## src/tpc_pkg.sv

```systemverilog
// ---------------------------------------------------------------------------
// tpc_pkg
// Widths and stage counts shared by the three point curvature pipeline.
// ---------------------------------------------------------------------------
package tpc_pkg;

    localparam int COORD_FRAC_BITS = 16;
    localparam int CURV_FRAC_BITS  = 16;

    localparam int XY_W    = 32;               // input coordinate
    localparam int DIFF_W  = XY_W + 1;         // coordinate difference
    localparam int SQ_W    = 2 * XY_W + 1;     // square of a difference
    localparam int SUM_W   = SQ_W + 1;         // sum of two squares
    localparam int CROSS_W = 2 * DIFF_W;       // signed cross product term
    localparam int CABS_W  = SUM_W;            // magnitude of the cross product

    localparam int SQ_STAGES = (SUM_W + 1) / 2;   // one root bit per stage
    localparam int ROOT_W    = SQ_STAGES;
    localparam int RAD_W     = 2 * SQ_STAGES;
    localparam int REM_W     = ROOT_W + 2;

    localparam int PROD_W = 2 * ROOT_W;           // d12 * d23
    localparam int DEN_W  = 3 * ROOT_W;           // d12 * d23 * d13

    localparam int NUM_SHIFT = 1 + COORD_FRAC_BITS + CURV_FRAC_BITS;
    localparam int NUM_W     = CABS_W + NUM_SHIFT;

    localparam int Q_W        = 32;
    localparam int CMP_W      = DEN_W + Q_W;
    localparam int DIV_STAGES = Q_W + 1;          // saturation check, then one bit a stage

    localparam int FRONT_STAGES = 3;
    localparam int DEN_STAGES   = 3;
    localparam int PIPE_LEN     = FRONT_STAGES + SQ_STAGES + DEN_STAGES + DIV_STAGES;
    localparam int CABS_DLY     = SQ_STAGES + DEN_STAGES;
    localparam int DG_LEN       = PIPE_LEN - FRONT_STAGES;

endpackage

```

## src/tpc_sqrt.sv

```systemverilog
// ---------------------------------------------------------------------------
// tpc_sqrt
// Pipelined integer square root, floor(sqrt(s)), one root bit per stage.
// ---------------------------------------------------------------------------
module tpc_sqrt (
    input  logic                         i_clk,
    input  logic                         i_en,
    input  logic [tpc_pkg::SUM_W-1:0]    i_s,
    output logic [tpc_pkg::ROOT_W-1:0]   o_root
);

    localparam int N  = tpc_pkg::SQ_STAGES;
    localparam int RW = tpc_pkg::REM_W;
    localparam int TW = tpc_pkg::ROOT_W;
    localparam int AW = tpc_pkg::RAD_W;

    logic [RW-1:0] r_rem  [N];
    logic [TW-1:0] r_root [N];
    logic [AW-1:0] r_rad  [N];

    for (genvar g = 0; g < N; g++) begin : g_stage
        logic [RW-1:0] rem_in;
        logic [TW-1:0] root_in;
        logic [AW-1:0] rad_in;
        logic [RW+1:0] rem_sh;
        logic [RW+1:0] trial;
        logic          ge;

        if (g == 0) begin : g_first
            assign rem_in  = '0;
            assign root_in = '0;
            assign rad_in  = AW'(i_s);
        end else begin : g_next
            assign rem_in  = r_rem[g-1];
            assign root_in = r_root[g-1];
            assign rad_in  = r_rad[g-1];
        end

        // bring down the next two radicand bits and try root*4+1
        assign rem_sh = {rem_in, rad_in[AW-1 -: 2]};
        assign trial  = (RW+2)'({root_in, 2'b01});
        assign ge     = (rem_sh >= trial);

        always_ff @(posedge i_clk) begin
            if (i_en) begin
                r_rem[g]  <= ge ? RW'(rem_sh - trial) : RW'(rem_sh);
                r_root[g] <= {root_in[TW-2:0], ge};
                r_rad[g]  <= {rad_in[AW-3:0], 2'b00};
            end
        end
    end

    assign o_root = r_root[N-1];

endmodule

```

## config.mk

```make
export PLATFORM = sky130hd
export DESIGN_NAME = tpc_sqrt
export DESIGN_NICKNAME = d
export VERILOG_FILES = /design/src/tpc_pkg.sv /design/src/tpc_sqrt.sv
export SDC_FILE = /design/constraint.sdc
export NUM_CORES = 2
export LEC_CHECK = 0
export ABC_AREA = 0
export CAP_MARGIN = 20
export CORE_MARGIN = 2
export CORE_UTILIZATION = 45
export CTS_CLUSTER_SIZE = 20
export DETAILED_ROUTE_END_ITERATION = 16
export DONT_BUFFER_PORTS = 1
export PLACE_DENSITY = 0.66
export SYNTH_ARGS = -nofsm -noshare
export SYNTH_HDL_FRONTEND = slang
export SYNTH_MEMORY_MAX_BITS = 65536
export SYNTH_SLANG_ARGS = --single-unit
```

## constraint.sdc

```tcl
create_clock -name i_clk -period 8.9 [get_ports i_clk]
set_clock_uncertainty 0.05 [all_clocks]
set_input_delay 0.445 -clock i_clk [delete_from_list [all_inputs] [get_ports i_clk]]
set_output_delay 0.445 -clock i_clk [all_outputs]
set_load 0.02 [all_outputs]
```

==> results_dict.tcl <==
set metrics [dict create \
    status "finished, violations left" \
    violations "max-slew violations" \
    route.vias.total 75900 \
    synth-edff-count 2684 \
    grt_use_total_pct 18.1 \
    period_share_pct 50.6 \
    postCtsHoldBufs 68 \
    grt_pass1_wl_um 414000 \
    yosys.area.top_type_share_pct 64.1 \
    ys_types 87 \
    drtIter0Drc 5688 \
    wl_per_cell_um 18.8 \
    cts.sinks 2684 \
    ys.flop_type "edfxtp_1" \
    cts_root_buf "clkbuf_16" \
    stdcell_area_sq_um 141000 \
    cp-endpoint "r_rem[0][479]" \
    p_leak_nw 52.9 \
    dpl_cell_area_sq_um 130000 \
    drv_slew 123 \
    h-tree-depth 5 \
    netlist_area_sq_um 126000 \
    tns_ns 0 \
    power_density_nw_per_um2 260 \
    worst_pin_slew_ns 1.58 \
    finalSetupViolations 0 \
    whs_ns 0.0444 \
    path_clk_slew_ns 0.06 \
    fp.dieArea_sq_um 284000 \
    worstSetupStartpoint "r_rem[0][440]" \
    post-place-ws_ns 4.42 \
    final_util_pct 50.5 \
    reg2reg_setup_slack_ns 4.40 \
    die_h_um 533 \
    ys.warnings.count 0 \
    maxCapViolations 0 \
    layout-drive-gt1-share_pct 6.01 \
    path_class "reg -> reg" \
    dpl.hpwl_um 186000 \
    syn_nets 10500 \
    final_nets 10700 \
    arrival_ns 5.03 \
    finalHoldViolCount 0 \
    hold_class "in -> reg" \
    cp-end-kind "flop" \
    postCtsSetupBuffers 0 \
    worstPathMaxFanout 23 \
    stdcell_count 14000 \
    synthArstFlopShare_pct 0 \
    drc 0 \
    layout_setup_ws_ns 4.40 \
    required_ns 9.42 \
    p_total_mw 36.6 \
    clkLatencyLatePin_ns 0.85 \
    tritoncts "yes" \
    firstDrtPassIters 6 \
    synth.avg_cell_area_sq_um 12.8 \
    reg2regPathDepth 10 \
    core_sq_um 279000 \
    critPathLaunchType "flop" \
    row_count 194 \
    ys_seq_area_share_pct 64.1 \
    relSlewSlack_pct -5.16 \
    synth_area_leader_cell "edfxtp_1" \
    wirelength_um 263000 \
    reg2reg_to "r_rem[0][479]" \
    hp-start "i_en" \
    synthToLayoutAreaGrowth_pct 11.9 \
    ys_ff_latch 2684 \
    cts_made_buffers 298 \
    gp_congestion 0.887 \
    start_util_pct 45.1 \
    fp.dieW_um 533 \
    grt_pass1_vias 74900 \
    place_inst 13400 \
    synth_cells 9839 \
    rsz0062_at_grt "false" \
    cts_buffer_depth 4 \
    antenna_found_initial 4 \
    antenna_left 0 \
    vias_per_cell 5.42 \
    portBuffers 0 \
    top_level_ports 101 \
    layout_min_cycle_time_ns 4.50 \
    r2r-start "r_rem[0][440]" \
    cts_resized 0 \
    synth.most_common_cell "edfxtp_1" \
    overflow 0 \
    ir_drop_mv 0.198 \
    max_freq_ghz 0.222 \
    synth_common_cells "edfxtp_1, inv_1, nand2_1, ha_1, o21ai_0" \
    grt_start_max_net_pins 300 \
    synth_area_leaders "edfxtp_1, ha_1, xnor2_1" \
]
-- layout by cell type (no fill, tap or decap), types with 34 or more instances in the layout --
master and instances:
ha_1 596, and3_1 79, o31ai_1 87, clkinv_1 61, clkinv_2 48, nand4_1 115, a31oi_1 53, nand2_1 765
dlygate4sd3_1 67, or3_1 100, nand3b_1 35, o211ai_1 34, or2_2 47, clkbuf_16 303, nor4_1 132, nand2b_1 126
a211oi_1 50, nand3_1 176, edfxtp_1 2684, o21ai_0 571, a21o_1 253, xnor2_1 479, o21bai_1 53, nor3_1 230
clkbuf_1 40, nor2_1 542, mux2_2 53, nor2b_1 72, xor2_1 409, or4_1 54, a21oi_1 554, inv_1 768
o21a_1 96
-- critical path, cell delays in order, from the launching register on --
cell,delay [ns]
edfxtp_1,0.46
or4_1,0.57
or3_1,0.35
or4_1,0.46
or3_1,0.38
or3_1,0.36
or3_4,0.43
nor3_4,0.50
inv_2,0.37
nand4_1,0.22
xnor2_1,0.09
-- area by class of cell --
cell class	count	area (sq um)
fillers	23800	138000
flip-flops and latches	2684	80600
multi-input cells	6171	41600
clock buffers	343	7730
well taps	3724	4660
inverters	772	2900
clock inverters	186	1860
repair buffers	111	1320
diodes	3	7.51
-- cell families after synthesis --
logic type	after synthesis	synth area share (%)
compound gates	1994	9.86
xor+xnor	888	6.19
flops	2684	64.1
mux	73	0.634
simple gates	2619	10.3
fa+ha+maj	596	5.93
other cells	1	0.00298
buf+inv	984	2.95
-- per-layer routing --
metal	vias to the layer above	track usage (%)	wire length (um)
met3	543	2.12	9830
met5	-	0	0
met2	1686	31.8	133000
li1	36900	-	-
met1	36800	23.0	112000
met4	0	6.45	9180
-- registers in the layout, summed over array words and instances, names as in the netlist --
signal and flops:
r_rad 1056, r_rem 1067, r_root 561
-- worst min-delay path by stage --
stage | end | slack, ns | cells past startpoint
after global placement | r_rad[0][925] | 0.35 | 0
after CTS | r_rad[0][104] | 0.07 | 1
after floorplan | r_rad[0][1000] | 0.35 | 0
final | r_rad[0][104] | 0.04 | 1
after detailed placement | r_rad[0][1083] | 0.35 | 0
after global routing | r_rad[0][104] | 0.08 | 1
-- where the power goes --
group / leakage (nW) / switching [mW] / internal, mW
clock network: 4.66 / 4.96 / 7.13
registers: 25.8 / 1.10 / 16.0
logic: 22.5 / 4.39 / 3.00
Power figures use the tool's default switching activity.
